===== src/hw/rtl/assert_macros.svh =====
// Assertion macros shared by the page free list RTL.
// Define NO_ASSERTIONS to compile the checks away; no other dependencies.
`ifndef ASSERT_MACROS_SVH
`define ASSERT_MACROS_SVH
`ifndef NO_ASSERTIONS
// Same-cycle implication, disabled while reset is asserted.
`define ASSERT_IMPLY(lbl, clk, rst_n, ante, cons) \
  lbl: assert property (@(posedge clk) disable iff (!rst_n) (ante) |-> (cons)) \
    else $error("implication check failed");
// Next-cycle implication, disabled while reset is asserted.
`define ASSERT_NEXT(lbl, clk, rst_n, ante, cons) \
  lbl: assert property (@(posedge clk) disable iff (!rst_n) (ante) |=> (cons)) \
    else $error("next-cycle check failed");
`else
`define ASSERT_IMPLY(lbl, clk, rst_n, ante, cons)
`define ASSERT_NEXT(lbl, clk, rst_n, ante, cons)
`endif
`endif


===== src/hw/rtl/tppfl_pkg.sv =====
// Package for the two-pool page free list: defaults, codes, command and
// result types, and saturating counter helpers. No dependencies.
package tppfl_pkg;

  localparam int DEF_PAGE_BYTES      = 4096;
  localparam int DEF_HUGE_PAGE_BYTES = 2097152;
  localparam int DEF_MAX_FRAMES      = 32768;

  localparam int CFG_ADDR_W = 3;
  localparam int CFG_DATA_W = 32;

  // Register index taken from paddr[2].
  localparam logic REG_BASE = 1'b0;
  localparam logic REG_TOP  = 1'b1;

  localparam logic [31:0] BASE_RESET = 32'h8000_0000;
  localparam logic [31:0] TOP_RESET  = 32'h8800_0000;

  localparam logic [1:0] STAT_OK     = 2'd0;
  localparam logic [1:0] STAT_EMPTY  = 2'd1;
  localparam logic [1:0] STAT_REJECT = 2'd2;

  localparam logic [1:0] ACT_ALLOC_BIT = 2'b10;

  typedef enum logic [1:0] {
    OP_PUSH,
    OP_POP,
    OP_REJECT
  } tppfl_op_t;

  typedef struct packed {
    tppfl_op_t op;
    logic      huge;
  } tppfl_cmd_t;

  typedef struct packed {
    logic [31:0]        granted;
    logic [1:0]         status;
    logic signed [15:0] small_net;
    logic signed [15:0] huge_net;
  } tppfl_res_t;

  localparam logic signed [15:0] CNT_MAX = 16'sh7FFF;
  localparam logic signed [15:0] CNT_MIN = 16'sh8000;

  function automatic logic signed [15:0] sat_inc(input logic signed [15:0] v);
    return (v == CNT_MAX) ? v : v + 16'sd1;
  endfunction

  function automatic logic signed [15:0] sat_dec(input logic signed [15:0] v);
    return (v == CNT_MIN) ? v : v - 16'sd1;
  endfunction

endpackage


===== src/hw/rtl/tppfl_front.sv =====
// Front end: classifies an incoming item into push, pop or reject and
// computes its frame number. Depends on tppfl_pkg.
module tppfl_front import tppfl_pkg::*; #(
  parameter int PAGE_BYTES      = DEF_PAGE_BYTES,
  parameter int HUGE_PAGE_BYTES = DEF_HUGE_PAGE_BYTES,
  parameter int MAX_FRAMES      = DEF_MAX_FRAMES
) (
  input  logic [1:0]                    action,
  input  logic [31:0]                   address,
  input  logic [31:0]                   base_limit,
  input  logic [31:0]                   top_limit,
  output tppfl_cmd_t                    cmd,
  output logic [$clog2(MAX_FRAMES)-1:0] frame
);

  localparam int FRAME_W    = $clog2(MAX_FRAMES);
  localparam int PAGE_SHIFT = $clog2(PAGE_BYTES);
  localparam logic [31:0] PAGE_MASK = 32'(PAGE_BYTES - 1);
  localparam logic [31:0] HUGE_MASK = 32'(HUGE_PAGE_BYTES - 1);
  localparam logic [31:0] FRAME_LIM = 32'(MAX_FRAMES);

  logic        huge;
  logic        aligned;
  logic        in_range;
  logic        frame_ok;
  logic [31:0] offset;
  logic [31:0] frame_full;

  assign huge       = action[0];
  assign aligned    = ((address & (huge ? HUGE_MASK : PAGE_MASK)) == '0);
  assign in_range   = (address >= base_limit) && (address < top_limit);
  assign offset     = address - (base_limit & ~PAGE_MASK);
  assign frame_full = offset >> PAGE_SHIFT;
  assign frame_ok   = (frame_full < FRAME_LIM);
  assign frame      = frame_full[FRAME_W-1:0];

  always_comb begin
    cmd.huge = huge;
    if ((action & ACT_ALLOC_BIT) != '0) begin
      cmd.op = OP_POP;
    end else if (aligned && in_range && frame_ok) begin
      cmd.op = OP_PUSH;
    end else begin
      cmd.op = OP_REJECT;
    end
  end

endmodule


===== config.mk =====
export PLATFORM = sky130hd
export DESIGN_NAME = tppfl_front
export DESIGN_NICKNAME = d
export VERILOG_FILES = /design/src/hw/rtl/assert_macros.svh /design/src/hw/rtl/tppfl_pkg.sv /design/src/hw/rtl/tppfl_front.sv
export SDC_FILE = /design/constraint.sdc
export NUM_CORES = 1
export LEC_CHECK = 0
export ABC_AREA = 0
export BUFFER_PORTS_ARGS = -buffer_cell sky130_fd_sc_hd__buf_4
export CORE_MARGIN = 2
export CORE_UTILIZATION = 45
export DETAILED_ROUTE_END_ITERATION = 10
export PLACE_DENSITY = 0.79
export SYNTH_ARGS = -nofsm -noshare
export SYNTH_HDL_FRONTEND = slang
export SYNTH_SLANG_ARGS = --single-unit

===== constraint.sdc =====
create_clock -name vclk -period 2.3
set_input_delay 0.115 -clock vclk [all_inputs]
set_output_delay 0.115 -clock vclk [all_outputs]
set_load 0.005 [all_outputs]

# Word level (Yosys, flattened, before mapping)
# Index checks and enable logic that the tools add are counted.
[word_totals]
mem_count = 0
ram_bits = 0
ff_bits = 0
word_cells = 12
latchBits = 0
inputBits = 98
romBits = 0
output_inout_bits = 18
[classes]
div_mod_pow = 0
add_sub_neg = 1
mul = 0
n_eq_ne = 0
mux = 3
bitwise = 1
reduce_logical = 4
magnitude_cmp = 3
n_shift = 0
[ops]
columns = ["op", "n"]
rows = [
  ["AND 32 x 21 -> 32 bit", 1],
  [">= comparator 32 bit", 1],
  ["zero test 32 bit", 1],
  ["< comparator 32 bit", 1],
  ["subtractor 32 bit", 1],
  ["2-to-1 mux 21 bit", 1],
  ["< comparator 20 x 16 -> 1 bit, second input constant", 1],
  ["2-to-1 mux 2 bit", 2],
  ["logical AND 1 bit", 3],
]

# Longest topological paths before layout
[logic_depth]
ltp_word = 7
mapped_depth = 11
depth_no_buf = 11

# Worst setup path after synthesis
# No wires, ideal clock.
[synth_path]
path_type = "input to output"
from = "input base_limit[25]"
to = "output cmd[2] (netlist bit)"
arrival_ns = 2.140
n_path_buf = 1
cell_stages = 11
path_slack_ns = 0.045
cell_sequence = "inv_1 ha_1 buf_6 a21o_1 o21bai_1 a21boi_0 nor2_1 or4_1 nor3_1 o2111a_1 a41oi_1"
[synth_rtl]
columns = ["element", "line", "rtl"]
rows = [
  ["start: declaration", "tppfl_front.sv:10", "input logic [31:0] base_limit,"],
  ["end: declaration", "tppfl_front.sv:12", "output tppfl_cmd_t cmd,"],
]

==> run_results.csv <==
group,metric,value,unit
outcome,result_of_the_run,"finished with violations",
outcome,violations,"negative setup slack",
worst_hold_path,hold_start,"action[1]",
worst_setup_path,critPathKind,"in -> out",
die,die_height,78.35,µm
placement,placedCellCount,608,
finish,proportion_of_layout_cells_with_a_drive_suffix_above_1,0.4341,
global_routing,use_met3,0.008046,
global_routing,first_global_vias,3233,
die,fp.dieArea,6138,µm²
finish,fillerInstances,409,
timing,slew-limit-headroom,0.6907,
placement,port-buffer-count,116,
finish,layout.core_utilization,0.7829,
global_routing,pin_count_of_the_biggest_net_entering_global_routing,8,
worst_hold_path,worst_hold_path_type,"in -> out",
timing,timing.fmax,424.7,MHz
finish,num-clock-buffers,0,
finish,n_antenna_cell,0,
worst_setup_path,cp_cell_sequence,"buf_4 > nor4_4 > nand2_1 > o41ai_2 > buf_4 > nand2_1 > or4_4 > nor3_2 > o2111a_1 > a41oi_1 > buf_4",
finish,num-nets-final,704,
global_routing,grt_use_total,0.2580,
finish,area_delta_synth_final,70.12,%
die,core,5405,µm²
route,initialDrtViolationCount,111,
placement,place_congestion,0.9270,
worst_hold_path,hold_depth,2,
route,remaining_drcs,0,
worst_setup_path,timing.critical_path.from,"address[17]",
power_and_ir_drop,power.leakage,2.309,nW
timing,layout_worst_path_cycle_share,1.024,
finish,area_of_the_multi_input_gates,2445,µm²
die,floorplan.rows,27,
synthesis,synth.cell_area,2487,µm²
timing,timing_hold_violations_final,0,
worst_setup_path,crit_path_top_delay_cell,"sky130_fd_sc_hd__or4_4",
placement,place_hpwl,6830,µm
worst_setup_path,wp_buf_inv,3,
worst_setup_path,critical_path_capture_point_type,"primary output",
global_routing,remaining_overflow_grt,0,
synthesis,synth_warnings,0,
power_and_ir_drop,irDropWorstVdd,0.0001558,V
global_routing,fraction_of_met2_tracks_used_by_global_routing,0.5328,
timing,final_period_minus_worst_setup_slack,2.354,ns
worst_setup_path,launching_element_type_of_the_critical_path,"primary input",
synthesis,synth.lib_cells_used.distinct,51,
worst_setup_path,crit_required,2.18,ns
route,avgViaCountPerCell,5.313,
synthesis,synthesized_netlist_net_count,524,
worst_setup_path,timing.critical_path.depth,11,
timing,setup_viol_count_final,1,
clocking,number_of_hold_repair_buffers_added_at_the_cts_stage,0,
route,drt_pass1_iterations,4,
global_routing,grt_first_pass_wirelength,13630,µm
worst_setup_path,cp.arrival,2.24,ns
route,antenna_violating_nets_remaining,0,
route,num_vias,3246,
finish,final-seq-area,0,µm²
global_routing,grt_antenna_before_repair,0,
timing,slew_violations,0,
synthesis,post_synth_inst_count,361,
power_and_ir_drop,design_power_total,1.028,mW
finish,total_number_of_sequential_cells,0,
timing,timing.hold.ws,0.4071,ns
worst_setup_path,cpPeakStageDelay,0.51,ns
die,num_io_pins,116,
timing,setup_slack,-0.05443,ns
route,wl,8437,µm
finish,layoutNonFillerInstCount,611,
die,start_util,0.4602,
die,die_w,78.35,µm
worst_hold_path,min_delay_worst_endpoint,"cmd[1]",
timing,tightest_slew,0.4523,ns
worst_setup_path,critical-path-top-cell-by-count,"sky130_fd_sc_hd__buf_4",
synthesis,synth.yosys.seq_area_share,0,
global_routing,grtUsageMet1,0.2981,
power_and_ir_drop,power-per-cell-area,242.9,nW/µm²
timing,rsz0062_at_grt,"yes",
global_routing,grt-busiest-layer,"met2",
job,cap_viol_max_count,0,
synthesis,avgSynthCellArea,6.890,µm²
route,drt-wirelength-per-cell,13.81,µm
worst_setup_path,cp_max_fo,2,
worst_setup_path,critPathTopFamily,"simple AND/OR/NAND/NOR gates",
[where the power goes]
| part | leakage (nW) | switching (mW) | internal [mW] | total [mW] |
|---|---|---|---|---|
| clock network | 0 | 0 | 0 | 0 |
| registers | 0 | 0 | 0 | 0 |
| logic | 2.31 | 0.458 | 0.569 | 1.03 |
[routing by layer]
metal  up-vias  share of wire
met1      1498           0.42
li1       1635              -
met2       103           0.53
met4         0          0.013
met3        10          0.038
met5         -              0
[cells in the final DEF, fill, tap and decap left out, types with 2 or more instances in the layout]
cell	n
sky130_fd_sc_hd__buf_4	187
sky130_fd_sc_hd__inv_1	73
sky130_fd_sc_hd__ha_1	53
sky130_fd_sc_hd__a21oi_1	32
sky130_fd_sc_hd__nand2_1	20
sky130_fd_sc_hd__nor2_1	14
sky130_fd_sc_hd__o21ai_0	14
sky130_fd_sc_hd__a21o_1	14
sky130_fd_sc_hd__xnor2_1	12
sky130_fd_sc_hd__nand4_1	11
sky130_fd_sc_hd__ha_4	10
sky130_fd_sc_hd__nand3_1	9
sky130_fd_sc_hd__o21bai_1	6
sky130_fd_sc_hd__o21a_1	5
sky130_fd_sc_hd__nor3_1	5
sky130_fd_sc_hd__a21oi_2	4
sky130_fd_sc_hd__a211oi_1	4
sky130_fd_sc_hd__nor2b_1	4
sky130_fd_sc_hd__o211ai_1	3
sky130_fd_sc_hd__nand2b_1	3
sky130_fd_sc_hd__or4_4	3
sky130_fd_sc_hd__inv_2	2
sky130_fd_sc_hd__o21ai_1	2
sky130_fd_sc_hd__nor4_2	2
sky130_fd_sc_hd__o21ai_2	2
sky130_fd_sc_hd__a31oi_4	2
sky130_fd_sc_hd__xor2_1	2
sky130_fd_sc_hd__o41ai_2	2
sky130_fd_sc_hd__or3_1	2
sky130_fd_sc_hd__and3_1	2
sky130_fd_sc_hd__nand4b_1	2
sky130_fd_sc_hd__mux2_2	2
[cell usage after synthesis, types with 3 or more instances]
library cell | number | area (µm²)
sky130_fd_sc_hd__clkbuf_1 | 5 | 18.77
sky130_fd_sc_hd__nand3_1 | 9 | 45.04
sky130_fd_sc_hd__nor3_1 | 7 | 35.03
sky130_fd_sc_hd__nand4_1 | 11 | 68.82
sky130_fd_sc_hd__o21bai_1 | 8 | 60.06
sky130_fd_sc_hd__nor4_1 | 4 | 25.02
sky130_fd_sc_hd__nand2_1 | 20 | 75.07
sky130_fd_sc_hd__nor2b_1 | 6 | 37.54
sky130_fd_sc_hd__a21oi_1 | 36 | 180.2
sky130_fd_sc_hd__o21ai_0 | 17 | 85.08
sky130_fd_sc_hd__a21o_1 | 14 | 105.1
sky130_fd_sc_hd__a31oi_1 | 3 | 18.77
sky130_fd_sc_hd__o211ai_1 | 3 | 22.52
sky130_fd_sc_hd__nor2_1 | 14 | 52.55
sky130_fd_sc_hd__ha_1 | 64 | 800.8
sky130_fd_sc_hd__inv_1 | 75 | 281.5
sky130_fd_sc_hd__o21a_1 | 5 | 37.54
sky130_fd_sc_hd__a211oi_1 | 5 | 37.54
sky130_fd_sc_hd__nand2b_1 | 3 | 18.77
sky130_fd_sc_hd__xnor2_1 | 12 | 105.1
[through the flow]
| stage | area (µm²) | worst slack [ns] | TNS (ns) |
|---|---|---|---|
| 2_1_floorplan | 2487 | 0.04533 | 0 |
| 3_3_place_gp | 3911 | -0.2512 | -0.3027 |
| 3_5_place_dp | 3911 | -0.3016 | -0.4208 |
| 4_1_cts | 4101 | -0.06585 | -0.07229 |
| 5_1_grt | 4232 | -0.2009 | -0.2514 |
| 6_report | 4232 | -0.05443 | -0.05443 |
[logic make-up after synthesis]
group | share of synthesized area
compound gates | 0.2913
simple gates | 0.1811
buf+inv | 0.1353
fa+ha+maj | 0.3300
xor+xnor | 0.04930
mux | 0.01308
[cell type report]
cell class                      count  share of cell area
Inverter                           75             0.06653
Timing Repair Buffer              188              0.3344
Multi-Input combinational cell    276              0.5778
Tap cell                           72             0.02129
[repair_timing]
item,4_1_cts,5_1_grt
gates resized for setup,28,22
setup endpoints to repair,3,3
endpoints found under the hold margin,0,0
pin swaps,6,10
setup buffers,2,1
[worst max path at each step]
| stage | end | slack [ns] |
|---|---|---|
| after global placement | cmd[2] | -0.25 |
| after global routing | cmd[2] | -0.20 |
| after detailed placement | cmd[2] | -0.30 |
| after floorplan | cmd[2] | 0.05 |
| after CTS | cmd[2] | -0.07 |
| final | cmd[2] | -0.05 |
No activity file was read; power rests on OpenSTA's default activity.
