**config.mk**
```make
export PLATFORM = sky130hd
export DESIGN_NAME = tppfl_fifo
export DESIGN_NICKNAME = d
export VERILOG_FILES = /design/src/hw/rtl/assert_macros.svh /design/src/hw/rtl/tppfl_fifo.sv
export SDC_FILE = /design/constraint.sdc
export NUM_CORES = 1
export LEC_CHECK = 0
export BUFFER_PORTS_ARGS = -buffer_cell sky130_fd_sc_hd__buf_4
export CELL_PAD_IN_SITES_DETAIL_PLACEMENT = 2
export CELL_PAD_IN_SITES_GLOBAL_PLACEMENT = 2
export CORE_ASPECT_RATIO = 0.9
export CORE_MARGIN = 2
export CORE_UTILIZATION = 36
export DETAILED_ROUTE_END_ITERATION = 16
export HOLD_SLACK_MARGIN = 0.03
export PLACE_DENSITY_LB_ADDON = 0.1
export SYNTH_ARGS = -nofsm -noshare
export SYNTH_HDL_FRONTEND = slang
export SYNTH_SLANG_ARGS = --single-unit
```
**constraint.sdc**
```tcl
create_clock -name clk -period 4.25 [get_ports clk]
set_clock_uncertainty 0.05 [all_clocks]
set_input_delay 0.85 -clock clk [delete_from_list [all_inputs] [get_ports clk]]
set_output_delay 0.85 -clock clk [all_outputs]
set_load 0.02 [all_outputs]
```
**src/hw/rtl/assert_macros.svh**
```systemverilog
// Assertion macros shared by the page free list RTL.
// Define NO_ASSERTIONS to compile the checks away; no other dependencies.
`ifndef ASSERT_MACROS_SVH
`define ASSERT_MACROS_SVH
`ifndef NO_ASSERTIONS
// Same-cycle implication, disabled while reset is asserted.
`define ASSERT_IMPLY(lbl, clk, rst_n, ante, cons) \
  lbl: assert property (@(posedge clk) disable iff (!rst_n) (ante) |-> (cons)) \
    else $error("implication check failed");
// Next-cycle implication, disabled while reset is asserted.
`define ASSERT_NEXT(lbl, clk, rst_n, ante, cons) \
  lbl: assert property (@(posedge clk) disable iff (!rst_n) (ante) |=> (cons)) \
    else $error("next-cycle check failed");
`else
`define ASSERT_IMPLY(lbl, clk, rst_n, ante, cons)
`define ASSERT_NEXT(lbl, clk, rst_n, ante, cons)
`endif
`endif

```
**src/hw/rtl/tppfl_fifo.sv**
```systemverilog
// Small register FIFO used between front and back and at the result side.
// Standalone; no package needed.
module tppfl_fifo #(
  parameter int WIDTH = 8,
  parameter int DEPTH = 2
) (
  input  logic             clk,
  input  logic             rst_n,
  input  logic             push,
  input  logic [WIDTH-1:0] wdata,
  input  logic             pop,
  output logic [WIDTH-1:0] rdata,
  output logic             full,
  output logic             empty
);

  localparam int PTR_W = (DEPTH > 1) ? $clog2(DEPTH) : 1;
  localparam int CNT_W = $clog2(DEPTH + 1);
  localparam logic [PTR_W-1:0] LAST = PTR_W'(DEPTH - 1);
  localparam logic [CNT_W-1:0] FULL_CNT = CNT_W'(DEPTH);

  logic [WIDTH-1:0] slot_r [DEPTH];
  logic [PTR_W-1:0] wr_ptr_r, wr_ptr_nxt;
  logic [PTR_W-1:0] rd_ptr_r, rd_ptr_nxt;
  logic [CNT_W-1:0] cnt_r, cnt_nxt;
  logic             do_push, do_pop;

  assign full    = (cnt_r == FULL_CNT);
  assign empty   = (cnt_r == '0);
  assign do_push = push && !full;
  assign do_pop  = pop && !empty;
  assign rdata   = slot_r[rd_ptr_r];

  always_comb begin
    wr_ptr_nxt = wr_ptr_r;
    rd_ptr_nxt = rd_ptr_r;
    cnt_nxt    = cnt_r;
    if (do_push) begin
      wr_ptr_nxt = (wr_ptr_r == LAST) ? '0 : wr_ptr_r + 1'b1;
    end
    if (do_pop) begin
      rd_ptr_nxt = (rd_ptr_r == LAST) ? '0 : rd_ptr_r + 1'b1;
    end
    if (do_push && !do_pop) begin
      cnt_nxt = cnt_r + 1'b1;
    end else if (do_pop && !do_push) begin
      cnt_nxt = cnt_r - 1'b1;
    end
  end

  always_ff @(posedge clk) begin
    if (!rst_n) begin
      wr_ptr_r <= '0;
      rd_ptr_r <= '0;
      cnt_r    <= '0;
    end else begin
      wr_ptr_r <= wr_ptr_nxt;
      rd_ptr_r <= rd_ptr_nxt;
      cnt_r    <= cnt_nxt;
    end
  end

  always_ff @(posedge clk) begin
    if (do_push) begin
      slot_r[wr_ptr_r] <= wdata;
    end
  end

endmodule

```
# == Word-level counts from Yosys, hierarchy flattened ==
# Memories as Yosys holds them, arrays and structs flattened. A register that Yosys moved wholly into a read port is not among the register bits.
# Cells that the tools add are included.
# W data, S select, Z words.
# classes
n_addsub,4
n_mux,8
n_reduce_logical,10
n_eq_ne,1
# op_table
op,count
$mux W1,6
$logic_and A1 B1 Y1,4
$logic_not A1 Y1,4
$mux W2,2
$add A1 B1 Y1 const B,2
$add A2 B1 Y2 const B,1
$eq A2 B2 Y1 const B,1
$logic_not A2 Y1,1
$reduce_bool A2 Y1,1
$sub A2 B1 Y2 const B,1
# word_totals
ram_bits,16
output_inout_bits,10
inputBits,12
memories,1
register_bits,4
# mem_list
memory,depth,word_bits,read_ports,rd_ports_with_merged_regs,wr,line_no,text
slot_r,2,8,1,1,1,tppfl_fifo.sv:22,logic [WIDTH-1:0] slot_r [DEPTH];

# == Depth between registers and ports, before layout ==
# Gate-level depths: netlist of run 1.
# logic_depth
word_depth,7
mapped_depth,7
depth_no_buf,7

# == Worst setup path before layout of run 1 ==
# No wires, ideal clock.
# synth_timing
path_type,input port to flip-flop
start,input port push
end,register cnt_r[1]
required_ns,4.130
arrival_time_ns,1.715
stages,5
setup_ns,0.070
path_buffers,0
slack_ns,2.415
path_cell_list,inv_1 nor2_1 ha_1 or3_1 a21boi_1
# synth_via
elab_chain_cells,4
# synth_lines
element,line_no,text
from (decl),tppfl_fifo.sv:9,"input logic push,"
$logic_and A1 B1 Y1 (*),tppfl_fifo.sv:30,assign do_push = push && !full;
$logic_not A1 Y1,tppfl_fifo.sv:46,end else if (do_pop && !do_push) begin
$logic_and A1 B1 Y1,tppfl_fifo.sv:46,
$reduce_bool A2 Y1 (no source line),-,
to (signal assigned),tppfl_fifo.sv:59,cnt_r <= cnt_nxt;
to (decl),tppfl_fifo.sv:25,"logic [CNT_W-1:0] cnt_r, cnt_nxt;"
# Every way passes the cells marked *; elsewhere a longest branch is shown, timed or not.
# A chain may end at the register's enable or synchronous reset.

==> results of run 1 <==
-- per-layer routing --
layer	track usage	routed length, um	up-vias
met4	0.03750	0	0
li1	-	-	229
met5	0	0	-
met1	0.1373	521	224
met2	0.1687	632	11
met3	0.02761	67	0
-- flip-flops by register name, summed over array words and instances (netlist names), named ones only --
name and flops:
cnt_r 2, rd_ptr_r 1, slot_r 16, wr_ptr_r 1
-- worst max-delay path by stage --
| stage | endpoint | from | slack, ns |
|---|---|---|---|
| final | rdata[6] | flip-flop | 1.99 |
| after global routing | rdata[6] | flip-flop | 1.88 |
| after CTS | rdata[7] | flip-flop | 1.95 |
| after detailed placement | cnt_r[1] | push | 2.22 |
| after global placement | slot_r[0][2] | push | 2.23 |
| after floorplan | cnt_r[1] | push | 2.42 |
-- metrics by stage --
stage                       util  worst slack (ns)  hold WS [ns]  instances  total power, W
final                     0.4728             1.993        0.4920        101       0.0005981
after global routing      0.4728             1.876        0.5547        101       0.0006412
after CTS                 0.4728             1.947        0.4958        101       0.0006094
after detailed placement  0.4606             2.221        0.4774         97       0.0005193
after global placement    0.4606             2.226        0.4680         97       0.0005172
after floorplan                -             2.415        0.4333         50       0.0004371
-- power by group --
part	internal, W	switching (W)	leakage (nW)
Sequential	0.000262	0.0000271	0.191
Clock	0.0000364	0.0000519	0.0150
Combinational	0.000111	0.000110	0.191
-- area by class of cell --
cell class,instances,area (um2)
Clock buffer,4,26.28
Timing Repair Buffer,21,157.7
Sequential cell,21,580.6
Fill cell,222,1140
Inverter,2,7.507
Multi-Input combinational cell,26,216.5
Tap cell,27,33.78
-- critical path: cells and delay by family (launching register included) --
kind     cells  cell delay (ns)
buf+inv      1             0.16
mux          1             0.38
flops        1             0.54
-- logic make-up after synthesis --
kind of cell,Yosys count,synth area share
fa+ha+maj,1,0.01545
xor+xnor,3,0.03246
flops,21,0.7172
simple gates,9,0.06803
mux,8,0.1113
buf+inv,3,0.01544
compound gates,5,0.04018
-- cell usage after synthesis --
cell type  instances  share of area
nor2_1             2         0.0093
inv_1              1         0.0046
inv_2              1         0.0046
a21boi_0           1         0.0093
edfxtp_1          16           0.59
xnor2_1            2          0.022
or3_1              1         0.0077
o21ai_1            1         0.0062
ha_1               1          0.015
a21boi_1           1         0.0093
and3_1             1         0.0077
nor3_2             1          0.012
buf_2              1         0.0062
nand2b_1           1         0.0077
xor2_1             1          0.011
mux2_2             8           0.11
dfxtp_1            5           0.12
and2_1             3          0.023
o21a_1             1         0.0093
o21ai_0            1         0.0062
==> metrics.cfg, run 1 <==
[final_layout]
syn_to_final_growth_pct = 26.28
final_layout_size_suffix_gt1_frac = 0.4595
final_common_cell = buf_4
fin_area_um2 = 1022
final_cell_mix = buf_4, edfxtp_1, mux2_2
antenna_cells = 0
finish.net_count = 88

[place]
postPlaceCellArea_um2 = 996.0
dp_hpwl_um = 965.9
port-buffer-count = 21
gp_congestion = 0.6876

[timing]
fin_crit_sh = 0.5310
final_hold_viol_count = 0
tns_ns = 0
grt_setup_unrepaired = false
slew_viol_final = 0
slew_headroom = 0.5392
tightest_slew_ns = 0.6875
setup-violations-final = 0
period_needed_ns = 2.257
fmax_ghz = 0.4431

[critical_path]
rr_startpoint = cnt_r[0]
reg2regPathDepth = 6
slowest_delay_ns = 0.54
crit_slowest_cell = dfxtp_1
path_cells = mux2_2 > buf_4
end_kind = primary output
cp.required_ns = 3.35
r2r_slack_ns = 2.57
critPathKind = flip-flop to primary output
critPathArrivalTime_ns = 1.36
critical_path.max_fanout = 8
start_kind = flip-flop
r2r_end = cnt_r[1]

[cts]
cts_setup_buffers = 0
hold_buffers = 0
clk_pin_slew_ns = 0.10
max-clock-path-buffers = 2
clock-sinks = 21
cts_root_buf = clkbuf_4
htree_num_levels = 1
cts_tree = built
cts_buffers = 3
cts_resized = 0
clock_latency_ns = 0.28

[hold_path]
holdPathStages = 2
min_path_type = flip-flop to flip-flop
hp-start = cnt_r[1]
hold_end = cnt_r[1]

[run]
cap_violations = 0

[global_routing]
grt-ovfl-total = 0
grt_pass1_wl_mm = 1.980
grt_pass1_vias = 438
grt_max_degree = 12
antenna_found_initial = 0
grt_usage = 0.1058

[route]
routed_via_density = 4.594
drtIter0Drc = 2
vias = 464
first_pass_iters = 2
antenna_left = 0
wl_per_cell_um = 12.08
wirelength_mm = 1.220
route.detailed.drc = 0

[floorplanning]
ios = 22
die_width_um = 53.99
die_area_um2 = 2644
core_area_um2 = 2162
rows = 16
die_h_um = 48.99
initial_core_util = 0.3744

[outcome]
status = finished clean

[synth]
ys_types = 20
ys_seq_elements = 21
seq_area_frac_synth = 0.7172
avgSynthCellArea_um2 = 16.19
ys_warn_count = 0
synthCells = 50
netlist_area_um2 = 809.5
synth.net_count = 63

[power_and_ir_drop]
static-leakage-power_nw = 0.3968
p_per_area_nw_per_um2 = 585.1
vdd_drop_max_uv = 269.4

Note: power is estimated with default switching activity, not from simulation.
==> inputs of run 2 (changes only) <==
CORE_UTILIZATION = 30   (was 36)
clock period = 2.03 ns   (was 4.25 ns; I/O delays follow)
==> run 2 against run 1 <==
Compared with the run above: the flow now finishes with violations (design-rule violations); global-route usage shrank 0.77 points; combinational power up 120%; sequential cell count unchanged; final cell count increased by 2.0%; via count is 0.22% higher; first-iteration DRC count rose to 5.5 times the previous value; utilization is 6.2 points lower; count of clock-buffer cells in the layout is the same; sequential power grew 110%; non-clock buffer count grew 1; worst hold slack worse by 0.25 ns; largest power group unchanged.
==> metrics.cfg, run 2 (same netlist as run 1, synthesis figures left out) <==
[route]
wl_per_cell_um = 14.04  ; +16%
drtIter0Drc = 11  ; +9
antenna_left = 0  ; unchanged
wirelength_mm = 1.446  ; +19%
first_pass_iters = 9  ; +7
routed_via_density = 4.515  ; -1.7%
route.detailed.drc = 2  ; +2
vias = 465  ; +0.22%

[cts]
cts_tree = built
cts_resized = 0  ; unchanged
clock_latency_ns = 0.29  ; about the same
cts_setup_buffers = 0  ; unchanged
cts_buffers = 3  ; unchanged
max-clock-path-buffers = 2  ; unchanged
cts_root_buf = clkbuf_4
hold_buffers = 0  ; unchanged
clock-sinks = 21  ; unchanged
clk_pin_slew_ns = 0.11  ; about the same
htree_num_levels = 1  ; unchanged

[timing]
tightest_slew_ns = 0.4179  ; -0.2696 ns
fin_crit_sh = 0.9117
tns_ns = 0  ; unchanged
period_needed_ns = 1.851
slew_viol_final = 0  ; unchanged
setup-violations-final = 0  ; unchanged
final_hold_viol_count = 0  ; unchanged
grt_setup_unrepaired = false
slew_headroom = 0.7214  ; +0.1822
fmax_ghz = 0.5403

[final_layout]
antenna_cells = 0  ; unchanged
final_cell_mix = buf_4, edfxtp_1, mux2_2
top_register = slot_r
postLayoutCoreUtil = 0.4108  ; -0.06203
nFillCells = 267  ; +20%
finish.net_count = 89  ; +1.1%
final_common_cell = buf_4
largest_reg_flops = 16  ; unchanged
top_regs = slot_r: 16 flops, cnt_r: 2 flops
final_layout_size_suffix_gt1_frac = 0.4667  ; +0.007207
syn_to_final_growth_pct = 27.36
layoutNonFillerInstCount = 103  ; +2.0%

[critical_path]
end_kind = primary output
critPathArrivalTime_ns = 1.39  ; +0.03 ns
start_kind = flip-flop
r2r_slack_ns = 0.38  ; -2.19 ns
reg2regPathDepth = 6  ; unchanged
critPathKind = flip-flop to primary output
cp.required_ns = 1.57  ; -1.78 ns
r2r_end = cnt_r[1]
critical_path.max_fanout = 8  ; unchanged
rr_startpoint = cnt_r[0]

[place]
dp_hpwl_mm = 1.088  ; +13%
gp_congestion = 0.6974  ; +1.4%
dpl.cell_count = 99  ; +2.1%
port-buffer-count = 21  ; unchanged

[hold_path]
holdPathStages = 1  ; -1
min_path_type = primary input to flip-flop
hp-start = wdata[1]
hold_end = slot_r[1][1]

[floorplanning]
die_width_um = 58.76  ; +8.8%
die_area_um2 = 3130  ; +18%
die_h_um = 53.28  ; +8.8%
initial_core_util = 0.3225  ; -0.05189
rows = 17  ; +1
ios = 22  ; unchanged
core_area_um2 = 2510  ; +16%

[outcome]
status = finished with violations
violations = design-rule violations

[global_routing]
grt_pass1_wl_mm = 2.214  ; +12%
grt-ovfl-total = 0  ; unchanged
grt_max_degree = 12  ; unchanged
grt_pass1_vias = 482  ; +10%
grt_usage = 0.09807  ; -0.007724
antenna_found_initial = 0  ; unchanged

[power_and_ir_drop]
p_per_area_nw_per_um2 = 1239  ; +110%
p_total_w = 0.001278  ; +110%
static-leakage-power_nw = 0.4018  ; +1.3%
vdd_drop_max_uv = 395.7  ; +47%

[run]
cap_violations = 0  ; unchanged

## run 2: cell types whose count changed in the layout (fill, tap and decap cells not counted), sizes merged
cell	before	now
buf	21	22
## run 2: critical path: stages (launching register included)
cell     delay, ns
dfxtp_1       0.55
mux2_2        0.39
buf_4         0.16
## run 2: worst max-delay path by stage
stage / end / slack, ns / depth (start not counted)
after global routing: rdata[7] / 0.10 / 2
final: rdata[7] / 0.18 / 2
after global placement: cnt_r[1] / 0.46 / 6
after floorplan: cnt_r[1] / 0.47 / 6
after CTS: rdata[0] / 0.13 / 2
after detailed placement: cnt_r[1] / 0.39 / 6
## run 2: final cells by class
type | instances | area (um2) | area share
Clock buffer | 4 | 26.28 | 0.02549
Inverter | 2 | 7.507 | 0.007282
Multi-Input combinational cell | 26 | 216.5 | 0.2100
Sequential cell | 21 | 580.6 | 0.5631
Tap cell | 28 | 35.03 | 0.03398
Timing Repair Buffer | 22 | 165.2 | 0.1602
## run 2: per-layer routing
metal  wire length (um)  up-vias  track usage
li1                   -      230            -
met1                629      222       0.1252
met2                729       13       0.1685
met3                 86        0      0.02200
met4                  0        0      0.02273
met5                  0        -            0
## run 2: report_power, final
group	internal, W	switching (W)
combinational	0.000239	0.000237
clock	0.0000763	0.000118
sequential	0.000548	0.0000591
## run 2: through the flow
step	setup WS (ns)	hold WS [ns]	instance area, um2
floorplan	0.4662	0.4333	809.5
global placement	0.4554	0.4739	1005
detailed placement	0.3897	0.4912	1005
CTS	0.1260	0.2331	1031
global route	0.1033	0.2287	1031
finish	0.1792	0.2380	1031
